File: src/pac_pkg.sv
package pac_pkg;

  // Field widths.
  localparam int COORD_W    = 16;
  localparam int AREA_OUT_W = 40;
  localparam int STATUS_W   = 2;

  // Accumulator widths; the sums wrap at these widths.
  localparam int AREA_W = 44;
  localparam int MOM_W  = 61;

  // Vertex count saturates at this value.
  localparam int MAX_VERTICES = 1024;
  localparam int CNT_W        = $clog2(MAX_VERTICES + 1);
  localparam int MIN_VERTICES = 3;

  // Shared multiplier: a 17-bit operand (a coordinate or a coordinate sum)
  // against a 33-bit operand (a coordinate or an edge cross product).
  localparam int MUL_A_W = COORD_W + 1;
  localparam int MUL_B_W = 2 * COORD_W + 1;
  localparam int PROD_W  = MUL_A_W + MUL_B_W;
  localparam int CROSS_W = MUL_B_W;

  // Divider: numerator is 2*|moment| + 3*|2A|, divisor is 6*|2A|.
  localparam int D3_W   = AREA_W + 2;
  localparam int DEN_W  = D3_W + 1;
  localparam int NUM_W  = MOM_W + 1;
  localparam int REM_W  = DEN_W + 1;
  localparam int DCNT_W = $clog2(NUM_W);

  // Result status codes.
  localparam logic [STATUS_W-1:0] ST_OK   = 2'd0;
  localparam logic [STATUS_W-1:0] ST_FEW  = 2'd1;
  localparam logic [STATUS_W-1:0] ST_ZERO = 2'd2;

  localparam logic signed [COORD_W-1:0] COORD_MAX = 16'sh7fff;
  localparam logic signed [COORD_W-1:0] COORD_MIN = 16'sh8000;
  localparam logic [AREA_OUT_W-1:0]     AREA_MAX  = '1;

  typedef logic signed [COORD_W-1:0] coord_t;
  typedef logic [AREA_OUT_W-1:0]     area_out_t;
  typedef logic [STATUS_W-1:0]       status_t;

  // Divider handshake towards the sequencer.
  typedef struct packed {
    logic busy;
    logic done;
  } div_sts_t;

endpackage

File: src/pac_if.sv
interface pac_in_if;
  logic            valid;
  logic            ready;
  pac_pkg::coord_t vertex_x;
  pac_pkg::coord_t vertex_y;
  logic            last_vertex;

  modport source (output valid, output vertex_x, output vertex_y, output last_vertex,
                  input ready);
  modport sink (input valid, input vertex_x, input vertex_y, input last_vertex,
                output ready);
endinterface

interface pac_out_if;
  logic               valid;
  logic               ready;
  pac_pkg::area_out_t area;
  pac_pkg::coord_t    centroid_x;
  pac_pkg::coord_t    centroid_y;
  pac_pkg::status_t   status;

  modport source (output valid, output area, output centroid_x, output centroid_y,
                  output status, input ready);
  modport sink (input valid, input area, input centroid_x, input centroid_y,
                input status, output ready);
endinterface

File: src/polygon_area_centroid.sv
// Streaming shoelace area and centroid of a polygon.
//
// Vertices arrive as beats on in_chan: signed 16-bit x and y (fixed point,
// four fraction bits) and a last_vertex flag that closes the polygon. Each
// polygon gives one result beat on out_chan: the absolute area with twice
// the fraction bits, the centroid in the input format, and a status (ok,
// fewer than three vertices, or zero area, the latter two with a zero
// centroid). The block handles one vertex at a time and drops in_chan.ready
// while it works. The first vertex of a polygon is stored; every other
// vertex runs four dependent products on the single shared multiplier plus
// the subtract and the two moment accumulations. The last vertex also runs
// the closing edge and then, when the status is ok, two 62-step divisions
// on the bit-serial divider. The result sits in an output register; the
// next polygon's vertices are taken while it waits, and only the next
// result waits for out_chan.ready. A synchronous active-low reset clears
// the sequencer, the vertex count, the sums and the output valid; no
// clearing pass is needed.
module polygon_area_centroid (
  input  logic       clk,
  input  logic       rst_n,
  pac_in_if.sink     in_chan,
  pac_out_if.source  out_chan
);

  // Sequencer states.
  localparam logic [3:0] S_IDLE   = 4'd0;
  localparam logic [3:0] S_MUL_A  = 4'd1;   // ax*by
  localparam logic [3:0] S_MUL_B  = 4'd2;   // bx*ay
  localparam logic [3:0] S_CROSS  = 4'd3;   // edge cross product, area sum
  localparam logic [3:0] S_MUL_X  = 4'd4;   // (ax+bx)*cross
  localparam logic [3:0] S_MUL_Y  = 4'd5;   // (ay+by)*cross, x moment sum
  localparam logic [3:0] S_ACC_Y  = 4'd6;   // y moment sum
  localparam logic [3:0] S_PREP   = 4'd7;   // magnitude of the signed area
  localparam logic [3:0] S_SCALE  = 4'd8;   // 3*|2A|, area output, status
  localparam logic [3:0] S_LDN    = 4'd9;   // magnitude of the moment
  localparam logic [3:0] S_LDD    = 4'd10;  // divider start
  localparam logic [3:0] S_DIV    = 4'd11;
  localparam logic [3:0] S_DIVEND = 4'd12;  // saturate, sign, store centroid
  localparam logic [3:0] S_OUT    = 4'd13;

  logic [3:0] state_r;
  logic [3:0] state_nxt;

  // Polygon state.
  pac_pkg::coord_t                first_x_r, first_y_r;
  pac_pkg::coord_t                prev_x_r, prev_y_r;
  logic [pac_pkg::CNT_W-1:0]      count_r;
  logic [pac_pkg::AREA_W-1:0]     area_sum_r;
  logic [pac_pkg::MOM_W-1:0]      mom_x_r, mom_y_r;

  // Edge under work: a -> b.
  pac_pkg::coord_t                ax_r, ay_r, bx_r, by_r;
  logic                           last_r;
  logic                           close_r;
  logic signed [pac_pkg::CROSS_W-1:0] p1_r;
  logic signed [pac_pkg::CROSS_W-1:0] cross_r;
  logic signed [pac_pkg::MUL_A_W-1:0] sx_r, sy_r;

  // Closing arithmetic.
  logic [pac_pkg::AREA_W-1:0]     abs_s_r;
  logic                           s_neg_r;
  logic [pac_pkg::D3_W-1:0]       d3_r;
  logic [pac_pkg::MOM_W-1:0]      n_r;
  logic                           m_neg_r;
  logic                           axis_r;
  pac_pkg::status_t               status_r;
  pac_pkg::area_out_t             area_r;
  pac_pkg::coord_t                cx_r, cy_r;

  // Output register.
  logic                           out_valid_r;
  pac_pkg::area_out_t             out_area_r;
  pac_pkg::coord_t                out_cx_r, out_cy_r;
  pac_pkg::status_t               out_status_r;

  // Shared units.
  logic signed [pac_pkg::MUL_A_W-1:0] mul_a;
  logic signed [pac_pkg::MUL_B_W-1:0] mul_b;
  logic signed [pac_pkg::PROD_W-1:0]  prod;
  logic                               div_start;
  logic [pac_pkg::NUM_W-1:0]          div_num;
  logic [pac_pkg::DEN_W-1:0]          div_den;
  logic [pac_pkg::NUM_W-1:0]          quot;
  pac_pkg::div_sts_t                  div_sts;

  logic                               in_acc;
  logic                               out_free;
  logic signed [pac_pkg::CROSS_W-1:0] cross_nxt;
  logic [pac_pkg::AREA_W:0]           area_rnd;
  logic [pac_pkg::MOM_W-1:0]          mom_sel;
  logic                               q_neg;
  pac_pkg::coord_t                    cent;

  assign in_acc   = in_chan.valid && in_chan.ready;
  assign out_free = !out_valid_r || out_chan.ready;

  pac_mul u_mul (
    .clk   (clk),
    .mul_a (mul_a),
    .mul_b (mul_b),
    .prod  (prod)
  );

  pac_div u_div (
    .clk   (clk),
    .rst_n (rst_n),
    .start (div_start),
    .num   (div_num),
    .den   (div_den),
    .quot  (quot),
    .sts   (div_sts)
  );

  // Operand selection for the multiplier: coordinates are sign-extended to
  // the operand widths, the second pass multiplies the stored cross product.
  always_comb begin
    case (state_r)
      S_MUL_A: begin
        mul_a = {ax_r[pac_pkg::COORD_W-1], ax_r};
        mul_b = {{(pac_pkg::MUL_B_W - pac_pkg::COORD_W){by_r[pac_pkg::COORD_W-1]}}, by_r};
      end
      S_MUL_B: begin
        mul_a = {bx_r[pac_pkg::COORD_W-1], bx_r};
        mul_b = {{(pac_pkg::MUL_B_W - pac_pkg::COORD_W){ay_r[pac_pkg::COORD_W-1]}}, ay_r};
      end
      S_MUL_X: begin
        mul_a = sx_r;
        mul_b = cross_r;
      end
      S_MUL_Y: begin
        mul_a = sy_r;
        mul_b = cross_r;
      end
      default: begin
        mul_a = '0;
        mul_b = '0;
      end
    endcase
  end

  always_comb begin
    cross_nxt = p1_r - prod[pac_pkg::CROSS_W-1:0];
    // Half of |2A|, rounded half up.
    area_rnd  = {1'b0, abs_s_r} + 1'b1;
    mom_sel   = axis_r ? mom_y_r : mom_x_r;
    div_start = (state_r == S_LDD);
    // Numerator 2n + d and divisor 2d give round-to-nearest, ties away.
    div_num   = {n_r, 1'b0} + pac_pkg::NUM_W'(d3_r);
    div_den   = {d3_r, 1'b0};
    q_neg     = m_neg_r ^ s_neg_r;
    if (q_neg) begin
      if (quot > pac_pkg::NUM_W'(32768)) begin
        cent = pac_pkg::COORD_MIN;
      end else begin
        cent = pac_pkg::COORD_W'(16'd0 - quot[pac_pkg::COORD_W-1:0]);
      end
    end else begin
      if (quot > pac_pkg::NUM_W'(32767)) begin
        cent = pac_pkg::COORD_MAX;
      end else begin
        cent = quot[pac_pkg::COORD_W-1:0];
      end
    end
  end

  // Sequencer.
  always_comb begin
    state_nxt = state_r;
    case (state_r)
      S_IDLE: begin
        if (in_acc && ((count_r != '0) || in_chan.last_vertex)) begin
          state_nxt = S_MUL_A;
        end
      end
      S_MUL_A: state_nxt = S_MUL_B;
      S_MUL_B: state_nxt = S_CROSS;
      S_CROSS: state_nxt = S_MUL_X;
      S_MUL_X: state_nxt = S_MUL_Y;
      S_MUL_Y: state_nxt = S_ACC_Y;
      S_ACC_Y: begin
        if (last_r && !close_r) begin
          state_nxt = S_MUL_A;
        end else if (last_r) begin
          state_nxt = S_PREP;
        end else begin
          state_nxt = S_IDLE;
        end
      end
      S_PREP:  state_nxt = S_SCALE;
      S_SCALE: begin
        if ((count_r < pac_pkg::CNT_W'(pac_pkg::MIN_VERTICES)) || (abs_s_r == '0)) begin
          state_nxt = S_OUT;
        end else begin
          state_nxt = S_LDN;
        end
      end
      S_LDN:   state_nxt = S_LDD;
      S_LDD:   state_nxt = S_DIV;
      S_DIV: begin
        if (div_sts.done) begin
          state_nxt = S_DIVEND;
        end
      end
      S_DIVEND: state_nxt = axis_r ? S_OUT : S_LDN;
      S_OUT: begin
        if (out_free) begin
          state_nxt = S_IDLE;
        end
      end
      default: state_nxt = S_IDLE;
    endcase
  end

  // Control state.
  always_ff @(posedge clk) begin
    if (!rst_n) begin
      state_r     <= S_IDLE;
      count_r     <= '0;
      area_sum_r  <= '0;
      mom_x_r     <= '0;
      mom_y_r     <= '0;
      first_x_r   <= '0;
      first_y_r   <= '0;
      prev_x_r    <= '0;
      prev_y_r    <= '0;
      out_valid_r <= 1'b0;
    end else begin
      state_r <= state_nxt;

      if (in_acc) begin
        if (count_r == '0) begin
          first_x_r  <= in_chan.vertex_x;
          first_y_r  <= in_chan.vertex_y;
          area_sum_r <= '0;
          mom_x_r    <= '0;
          mom_y_r    <= '0;
        end
        prev_x_r <= in_chan.vertex_x;
        prev_y_r <= in_chan.vertex_y;
        if (count_r != pac_pkg::CNT_W'(pac_pkg::MAX_VERTICES)) begin
          count_r <= count_r + 1'b1;
        end
      end

      if (state_r == S_CROSS) begin
        area_sum_r <= area_sum_r +
          {{(pac_pkg::AREA_W - pac_pkg::CROSS_W){cross_nxt[pac_pkg::CROSS_W-1]}}, cross_nxt};
      end
      if (state_r == S_MUL_Y) begin
        mom_x_r <= mom_x_r +
          {{(pac_pkg::MOM_W - pac_pkg::PROD_W){prod[pac_pkg::PROD_W-1]}}, prod};
      end
      if (state_r == S_ACC_Y) begin
        mom_y_r <= mom_y_r +
          {{(pac_pkg::MOM_W - pac_pkg::PROD_W){prod[pac_pkg::PROD_W-1]}}, prod};
      end

      // The result goes out and the polygon state is cleared for the next one.
      if ((state_r == S_OUT) && out_free) begin
        out_valid_r <= 1'b1;
        count_r     <= '0;
        area_sum_r  <= '0;
        mom_x_r     <= '0;
        mom_y_r     <= '0;
      end else if (out_valid_r && out_chan.ready) begin
        out_valid_r <= 1'b0;
      end
    end
  end

  // Datapath registers.
  always_ff @(posedge clk) begin
    case (state_r)
      S_IDLE: begin
        if (in_acc) begin
          last_r <= in_chan.last_vertex;
          bx_r   <= in_chan.vertex_x;
          by_r   <= in_chan.vertex_y;
          if (count_r == '0) begin
            // A lone last vertex closes on itself.
            ax_r    <= in_chan.vertex_x;
            ay_r    <= in_chan.vertex_y;
            close_r <= 1'b1;
          end else begin
            ax_r    <= prev_x_r;
            ay_r    <= prev_y_r;
            close_r <= 1'b0;
          end
        end
      end
      S_MUL_B: p1_r <= prod[pac_pkg::CROSS_W-1:0];
      S_CROSS: begin
        cross_r <= cross_nxt;
        sx_r    <= {ax_r[pac_pkg::COORD_W-1], ax_r} + {bx_r[pac_pkg::COORD_W-1], bx_r};
        sy_r    <= {ay_r[pac_pkg::COORD_W-1], ay_r} + {by_r[pac_pkg::COORD_W-1], by_r};
      end
      S_ACC_Y: begin
        // Closing edge runs from the last vertex back to the first.
        if (last_r && !close_r) begin
          ax_r    <= prev_x_r;
          ay_r    <= prev_y_r;
          bx_r    <= first_x_r;
          by_r    <= first_y_r;
          close_r <= 1'b1;
        end
      end
      S_PREP: begin
        s_neg_r <= area_sum_r[pac_pkg::AREA_W-1];
        abs_s_r <= area_sum_r[pac_pkg::AREA_W-1] ? (pac_pkg::AREA_W'(0) - area_sum_r)
                                                : area_sum_r;
      end
      S_SCALE: begin
        d3_r   <= {2'b00, abs_s_r} + {1'b0, abs_s_r, 1'b0};
        area_r <= (area_rnd[pac_pkg::AREA_W:pac_pkg::AREA_OUT_W+1] != '0)
                  ? pac_pkg::AREA_MAX : area_rnd[pac_pkg::AREA_OUT_W:1];
        cx_r   <= '0;
        cy_r   <= '0;
        axis_r <= 1'b0;
        if (count_r < pac_pkg::CNT_W'(pac_pkg::MIN_VERTICES)) begin
          status_r <= pac_pkg::ST_FEW;
        end else if (abs_s_r == '0) begin
          status_r <= pac_pkg::ST_ZERO;
        end else begin
          status_r <= pac_pkg::ST_OK;
        end
      end
      S_LDN: begin
        m_neg_r <= mom_sel[pac_pkg::MOM_W-1];
        n_r     <= mom_sel[pac_pkg::MOM_W-1] ? (pac_pkg::MOM_W'(0) - mom_sel) : mom_sel;
      end
      S_DIVEND: begin
        if (axis_r) begin
          cy_r <= cent;
        end else begin
          cx_r <= cent;
        end
        axis_r <= 1'b1;
      end
      S_OUT: begin
        if (out_free) begin
          out_area_r   <= area_r;
          out_cx_r     <= cx_r;
          out_cy_r     <= cy_r;
          out_status_r <= status_r;
        end
      end
      default: begin
      end
    endcase
  end

  assign in_chan.ready       = (state_r == S_IDLE);
  assign out_chan.valid      = out_valid_r;
  assign out_chan.area       = out_area_r;
  assign out_chan.centroid_x = out_cx_r;
  assign out_chan.centroid_y = out_cy_r;
  assign out_chan.status     = out_status_r;

endmodule

File: src/pac_mul.sv
// Shared signed multiplier with a registered product.
module pac_mul (
  input  logic                                 clk,
  input  logic signed [pac_pkg::MUL_A_W-1:0]   mul_a,
  input  logic signed [pac_pkg::MUL_B_W-1:0]   mul_b,
  output logic signed [pac_pkg::PROD_W-1:0]    prod
);

  logic signed [pac_pkg::PROD_W-1:0] prod_r;

  always_ff @(posedge clk) begin
    prod_r <= mul_a * mul_b;
  end

  assign prod = prod_r;

endmodule

File: src/pac_div.sv
// Restoring divider, one quotient bit per cycle. The numerator register
// shifts out at the top while quotient bits shift in at the bottom.
module pac_div (
  input  logic                          clk,
  input  logic                          rst_n,
  input  logic                          start,
  input  logic [pac_pkg::NUM_W-1:0]     num,
  input  logic [pac_pkg::DEN_W-1:0]     den,
  output logic [pac_pkg::NUM_W-1:0]     quot,
  output pac_pkg::div_sts_t             sts
);

  logic [pac_pkg::NUM_W-1:0]  qn_r;
  logic [pac_pkg::DEN_W-1:0]  den_r;
  logic [pac_pkg::REM_W-1:0]  rem_r;
  logic [pac_pkg::DCNT_W-1:0] cnt_r;
  logic                       busy_r;
  logic                       done_r;

  logic [pac_pkg::REM_W-1:0] rem_sh;
  logic [pac_pkg::REM_W-1:0] den_ext;
  logic                      fits;

  always_comb begin
    rem_sh  = {rem_r[pac_pkg::REM_W-2:0], qn_r[pac_pkg::NUM_W-1]};
    den_ext = {1'b0, den_r};
    fits    = (rem_sh >= den_ext);
  end

  always_ff @(posedge clk) begin
    if (!rst_n) begin
      busy_r <= 1'b0;
      done_r <= 1'b0;
      cnt_r  <= '0;
    end else if (start) begin
      busy_r <= 1'b1;
      done_r <= 1'b0;
      cnt_r  <= '0;
    end else if (busy_r) begin
      if (cnt_r == pac_pkg::DCNT_W'(pac_pkg::NUM_W - 1)) begin
        busy_r <= 1'b0;
        done_r <= 1'b1;
      end
      cnt_r <= cnt_r + 1'b1;
    end else begin
      done_r <= 1'b0;
    end
  end

  always_ff @(posedge clk) begin
    if (start) begin
      qn_r  <= num;
      den_r <= den;
      rem_r <= '0;
    end else if (busy_r) begin
      rem_r <= fits ? (rem_sh - den_ext) : rem_sh;
      qn_r  <= {qn_r[pac_pkg::NUM_W-2:0], fits};
    end
  end

  assign quot     = qn_r;
  assign sts.busy = busy_r;
  assign sts.done = done_r;

endmodule

File: src/flat_wrapper.sv
// flat-port wrapper written by rule: the top's interface ports become plain ports
module polygon_area_centroid_flat 
  (clk, rst_n, in_chan_valid, in_chan_vertex_x, in_chan_vertex_y, in_chan_last_vertex, in_chan_ready, out_chan_valid, out_chan_area, out_chan_centroid_x, out_chan_centroid_y, out_chan_status, out_chan_ready);
  pac_in_if in_chan_i ();
  pac_out_if out_chan_i ();
  input  logic clk;
  input  logic rst_n;
  input wire logic [$bits(in_chan_i.valid)-1:0] in_chan_valid;
  input wire logic [$bits(in_chan_i.vertex_x)-1:0] in_chan_vertex_x;
  input wire logic [$bits(in_chan_i.vertex_y)-1:0] in_chan_vertex_y;
  input wire logic [$bits(in_chan_i.last_vertex)-1:0] in_chan_last_vertex;
  output wire logic [$bits(in_chan_i.ready)-1:0] in_chan_ready;
  output wire logic [$bits(out_chan_i.valid)-1:0] out_chan_valid;
  output wire logic [$bits(out_chan_i.area)-1:0] out_chan_area;
  output wire logic [$bits(out_chan_i.centroid_x)-1:0] out_chan_centroid_x;
  output wire logic [$bits(out_chan_i.centroid_y)-1:0] out_chan_centroid_y;
  output wire logic [$bits(out_chan_i.status)-1:0] out_chan_status;
  input wire logic [$bits(out_chan_i.ready)-1:0] out_chan_ready;
  assign in_chan_i.valid = in_chan_valid;
  assign in_chan_i.vertex_x = in_chan_vertex_x;
  assign in_chan_i.vertex_y = in_chan_vertex_y;
  assign in_chan_i.last_vertex = in_chan_last_vertex;
  assign in_chan_ready = in_chan_i.ready;
  assign out_chan_valid = out_chan_i.valid;
  assign out_chan_area = out_chan_i.area;
  assign out_chan_centroid_x = out_chan_i.centroid_x;
  assign out_chan_centroid_y = out_chan_i.centroid_y;
  assign out_chan_status = out_chan_i.status;
  assign out_chan_i.ready = out_chan_ready;
  polygon_area_centroid u_core (.clk(clk), .rst_n(rst_n), .in_chan(in_chan_i), .out_chan(out_chan_i));
endmodule
File: config.mk
export PLATFORM = sky130hd
export DESIGN_NAME = polygon_area_centroid_flat
export DESIGN_NICKNAME = d
export VERILOG_FILES = /design/src/pac_pkg.sv /design/src/pac_if.sv /design/src/polygon_area_centroid.sv /design/src/pac_mul.sv /design/src/pac_div.sv /design/src/flat_wrapper.sv
export SDC_FILE = /design/constraint.sdc
export NUM_CORES = 2
export LEC_CHECK = 0
export ABC_AREA = 0
export BUFFER_PORTS_ARGS = -buffer_cell sky130_fd_sc_hd__buf_4
export CAP_MARGIN = 10
export CORE_MARGIN = 4
export CORE_UTILIZATION = 35
export DETAILED_ROUTE_END_ITERATION = 12
export HOLD_SLACK_MARGIN = 0.12
export PLACE_DENSITY = 0.45
export SYNTH_ARGS = -nofsm -noshare
export SYNTH_HDL_FRONTEND = slang
export SYNTH_HIERARCHICAL = 1
export SYNTH_SLANG_ARGS = --single-unit
File: constraint.sdc
create_clock -name clk -period 27.8 [get_ports clk]
set_clock_uncertainty 0.05 [all_clocks]
set_input_delay 2.78 -clock clk [delete_from_list [all_inputs] [get_ports clk]]
set_output_delay 2.78 -clock clk [all_outputs]
set_load 0.05 [all_outputs]
# Yosys cells after proc, flatten, opt, wreduce, memory -nomap -nowiden
# Index checks and enable logic that the tools add are counted.
dict set report op_classes {
  addsub 15
  n_mul 1
  magnitude_cmp 4
  n_eq_ne 22
  mux 55
  bitwise_logic 3
  n_reduce_logical 40
}
# cell count
set ops {}
lappend ops {{2-to-1 mux 61 bit} 5}
lappend ops {{2-to-1 mux 16 bit} 15}
lappend ops {{case mux 16 bit (2 select lines)} 6}
lappend ops {{2-to-1 mux 44 bit} 3}
lappend ops {{2-to-1 mux 62 bit} 2}
lappend ops {{adder 61 bit} 2}
lappend ops {{case mux 33 bit (3 select lines)} 1}
lappend ops {{case mux 17 bit (4 select lines)} 1}
lappend ops {{adder 62 x 46 -> 62 bit} 1}
lappend ops {{greater-than comparator 62 x 15 -> 1 bit, second input constant} 1}
lappend ops {{greater-than comparator 62 x 16 -> 1 bit, second input constant} 1}
lappend ops {{subtractor 1 x 61 -> 61 bit, first input constant} 1}
lappend ops {{2-to-1 mux 60 bit} 1}
lappend ops {{case mux 4 bit (14 select lines)} 1}
lappend ops {{multiplier 17 x 33 -> 50 bit} 1}
lappend ops {{greater-or-equal comparator 48 x 47 -> 1 bit} 1}
lappend ops {{2-to-1 mux 47 bit} 1}
lappend ops {{subtractor 47 bit} 1}
lappend ops {{adder 44 x 45 -> 46 bit} 1}
lappend ops {{adder 44 x 1 -> 45 bit, second input constant} 1}
lappend ops {{adder 44 bit} 1}
lappend ops {{logical NOT 44 bit} 1}
lappend ops {{subtractor 1 x 44 -> 44 bit, first input constant} 1}
lappend ops {{2-to-1 mux 43 bit} 1}
lappend ops {{33 further kinds} 89}
dict set report totals {
  reg_bits 927
  in_bits 37
  output_inout_bits 76
  elab_cells 183
}

# Logic depth before layout (Yosys ltp)
dict set report depth {
  ltp_word 5
  mapped_depth 31
  depth_no_buf 27
}

# Modules after synthesis
# Netlist, hierarchy kept.
# module n_inst cells_each area_per_inst_um2 seq_area_each_um2
set modules_own_cells {}
lappend modules_own_cells {polygon_area_centroid 1 4999 46205.6 18978.2}
lappend modules_own_cells {pac_mul 1 2233 20453.4 1001.0}
lappend modules_own_cells {pac_div 1 906 9357.7 4374.2}

# Worst setup path before layout
# Ideal clock, no wire load.
dict set report synth_path {
  path_type {input to register}
  startpoint {input port out_chan_ready}
  endpoint {register u_core/count_r[0] (netlist name)}
  setup_ns 0.128
  arrival_ns 9.366
  t_required_ns 27.622
  path_slack_ns 18.256
  stages 7
  path_buffers 3
  path_cell_list {nor2b_1 nor3_1 nand2b_1 clkbuf_1 clkbuf_1 buf_1 nor2_1}
}
dict set report synth_between {
  elab_chain_cells 3
}
# element line_no
set synth_lines {}
lappend synth_lines {{start: declaration} flat_wrapper.sv:18} ;# input wire logic [$bits(out_chan_i.ready)-1:0] out_chan_ready;
lappend synth_lines {{logical OR 1 bit} polygon_area_centroid.sv:95} ;# assign out_free = !out_valid_r || out_chan.ready;
lappend synth_lines {{logical AND 1 bit} polygon_area_centroid.sv:259} ;# if ((state_r == S_OUT) && out_free) begin
lappend synth_lines {{OR reduction 2 bit (no source line)} --}
lappend synth_lines {{end signal: assignment} polygon_area_centroid.sv:241} ;# count_r <= count_r + 1'b1;
lappend synth_lines {{end: declaration} polygon_area_centroid.sv:47} ;# logic [pac_pkg::CNT_W-1:0] count_r;
# No other way between the ends.
# A chain may end at the register's enable or synchronous reset.

# Worst setup path after layout
dict set report layout_path {
  startpoint {register u_core.state_r[1]}
  endpoint {register u_core.u_mul.prod_r (netlist bit u_core/u_mul/prod[49])}
}
dict set report layout_between {
  elab_chain_cells 4
  word_cells_on_any_way 8
  cone_classes {1 x mul; 4 x eq/ne; 2 x mux; 1 x reduce/logical}
}
# element line_no
set layout_lines {}
lappend layout_lines {{start: declaration} polygon_area_centroid.sv:41} ;# logic [3:0] state_r;
lappend layout_lines {{start signal: assignment} polygon_area_centroid.sv:228} ;# state_r <= state_nxt;
lappend layout_lines {{== test 4 x 3 -> 1 bit} polygon_area_centroid.sv:117} ;# case (state_r)
lappend layout_lines {{OR reduction 2 bit (no source line)} --}
lappend layout_lines {{case mux 33 bit (3 select lines) *} polygon_area_centroid.sv:117}
lappend layout_lines {{named net u_core.mul_b (one bit)} polygon_area_centroid.sv:78} ;# logic signed [pac_pkg::MUL_B_W-1:0] mul_b;
lappend layout_lines {{multiplier 17 x 33 -> 50 bit *} pac_mul.sv:12} ;# prod_r <= mul_a * mul_b;
lappend layout_lines {{end signal: assignment} pac_mul.sv:12}
lappend layout_lines {{end: declaration} pac_mul.sv:9} ;# logic signed [pac_pkg::PROD_W-1:0] prod_r;
# Mark *: on every way through the listed nets, which the timed path passes. The rest lies on a longest branch.

==> run summary <==
vias in the first global route: 58700
WHS: 321 ps
Setup TNS: 0 ps
most frequent cells in the layout: 1116 x nand2_1, 788 x inv_1, 577 x edfxtp_1
Mapped Cells: 8137
placed cells: 10800
Flop pwr share: 0.281
Die Ht: 474 um
Synth-to-Final Area Change: 10.2%
H-tree depth: 3
crit start category: register
first-pass GRT wire length: 355000 um
cell internal pwr: 3.53 mW
CTS clock-pin slew for the worst setup and hold paths: 70 ps
Post-route DRC: 0
total CTS buffers: 111
Critical Path Sink Type: register
clock root buffer: clkbuf_16
worst slack, placed: 18140 ps
Resized Gates After CTS: 0
Filler cells: 21600
vias: 57900
setup violators final: 0
Final Hold Viols: 0
core area: 0.215 mm^2
largest net degree at the start of global routing: 132
Routed WL per cell: 20.7 um
final worst-path cycle share: 0.346
nets: 9202
status: completed
post-CTS setup buffer count: 0
DRC violation total after the first TritonRoute iteration: 3470
Synth Warn #: 6
Mean Syn Cell Area: 9.34 um^2
Hold/Removal Path Class: reg -> reg
worst-margin pin slew: 1210 ps
Starting Density: 0.353
Relative slew margins: 0.189
row cnt: 170
initial antenna violation count: 9
IO Port Bufs: 112
PwrDens: 72.5 mW/mm^2
CTS Hold Buffers Added: 0
Psw: 2.54 mW
Total GRT Usage: 0.202
Die ar.: 0.225 mm^2
Max clock buf depth: 3
Finished Core Util: 0.389
vias per cell: 5.24
Syn Nets: 9238
TritonCTS clock tree: done
CP Data Arrival Time: 10180 ps
RSZ-0062 raised after global routing: false
Post-Route WL: 228000 um
CTS Sinks: 928
commonest non-fill, non-tap cell in the layout: nand2_1
worst r2r path cells: 24
r2r setup slk: 18170 ps
combinational power share: 0.462
Placer Congestion: 0.870
DRT Pass-1 Iters: 6
CP Data Required Time: 28360 ps
Slew Limit Fails: 0
Clock power frac: 0.257
Post-DP HPWL: 179000 um
worst setup margin: 18170 ps
Pleak: 36.0 nW
Min-Delay Path Depth: 0
Final ANT Viol Nets: 0
fin cells: 11000
Max-cap violations: 0
Max Fclk: 0.104 GHz
min Tclk post-route: 9630 ps
grt ovf: 0
maximum VDD drop: 0.0568 mV
fraction of layout instances using a drive strength above 1: 0.0699
CP Class: reg -> reg
Post-Syn Area: 0.0760 mm^2
IO Count: 113
clk_lat worst skew: 790 ps
width of the die: 474 um
critical path fanouts, max: 34
sw frac: 0.418
-- critical path: stages (launching register included) --
cell,delay [ps]
dfxtp_1,670
nand2_1,260
nor3_2,170
buf_4,390
buf_4,480
a22o_1,710
a21o_1,510
nand2_1,180
inv_1,160
fa_1,580
fa_1,970
fa_1,530
fa_1,470
fa_1,540
inv_1,50
fa_1,520
inv_1,40
ha_1,410
nand2_1,160
nor4_1,440
o21ai_0,170
o21ai_0,340
a211o_1,190
mux2i_1,90
a2111oi_2,350
-- power by group through the flow --
stage | registers, mW | clock network (mW) | logic [mW]
after global routing | 1.71 | 1.67 | 3.15
after CTS | 1.70 | 1.61 | 2.84
after floorplan | 1.67 | 0 | 2.03
after global placement | 1.73 | 0 | 2.80
after detailed placement | 1.73 | 0 | 2.82
final | 1.70 | 1.56 | 2.81
-- flip-flops by register name (all words and copies together), names as in the netlist, 46 cells and up --
signal / flops
u_core/d3_r: 46
u_core/mom_x_r: 61
u_core/mom_y_r: 61
u_core/n_r: 61
u_core/u_div/den_r: 47
u_core/u_div/quot: 62
u_core/u_div/rem_r: 47
u_core/u_mul/prod: 50
-- layer usage --
layer | vias up | global-route usage | share of wire
li1 | 28000 | - | -
met1 | 28500 | 0.281 | 0.47
met2 | 1157 | 0.337 | 0.47
met3 | 255 | 0.0206 | 0.036
met4 | 0 | 0.0456 | 0.023
met5 | - | 0 | 0
-- layout make-up --
class | count | area (um^2) | area share
Clock buffer | 146 | 3120 | 0.0372
Clock inverter | 62 | 832 | 0.00993
Sequential cell | 928 | 24400 | 0.291
Tap cell | 2838 | 3550 | 0.0424
Antenna cell | 2 | 5.00 | 0.0000597
Timing Repair Buffer | 192 | 1470 | 0.0176
Multi-Input combinational cell | 6074 | 47500 | 0.567
Inverter | 794 | 2980 | 0.0356
-- final timing paths --
kind | from | to
worst min-delay path | u_core/status_r[1] | u_core/out_chan.status[1]
worst max register to register | u_core/state_r[1] | u_core/u_mul/prod[49]
worst min register to register | u_core/status_r[1] | u_core/out_chan.status[1]
worst max-delay path | u_core/state_r[1] | u_core/u_mul/prod[49]
-- through the flow --
step / cell area [um^2] / total power, mW
floorplan: 76000 / 3.70
global placement: 79800 / 4.54
detailed placement: 79800 / 4.55
CTS: 83800 / 6.15
global route: 83800 / 6.53
finish: 83800 / 6.07
(Power assumes the default switching activity.)
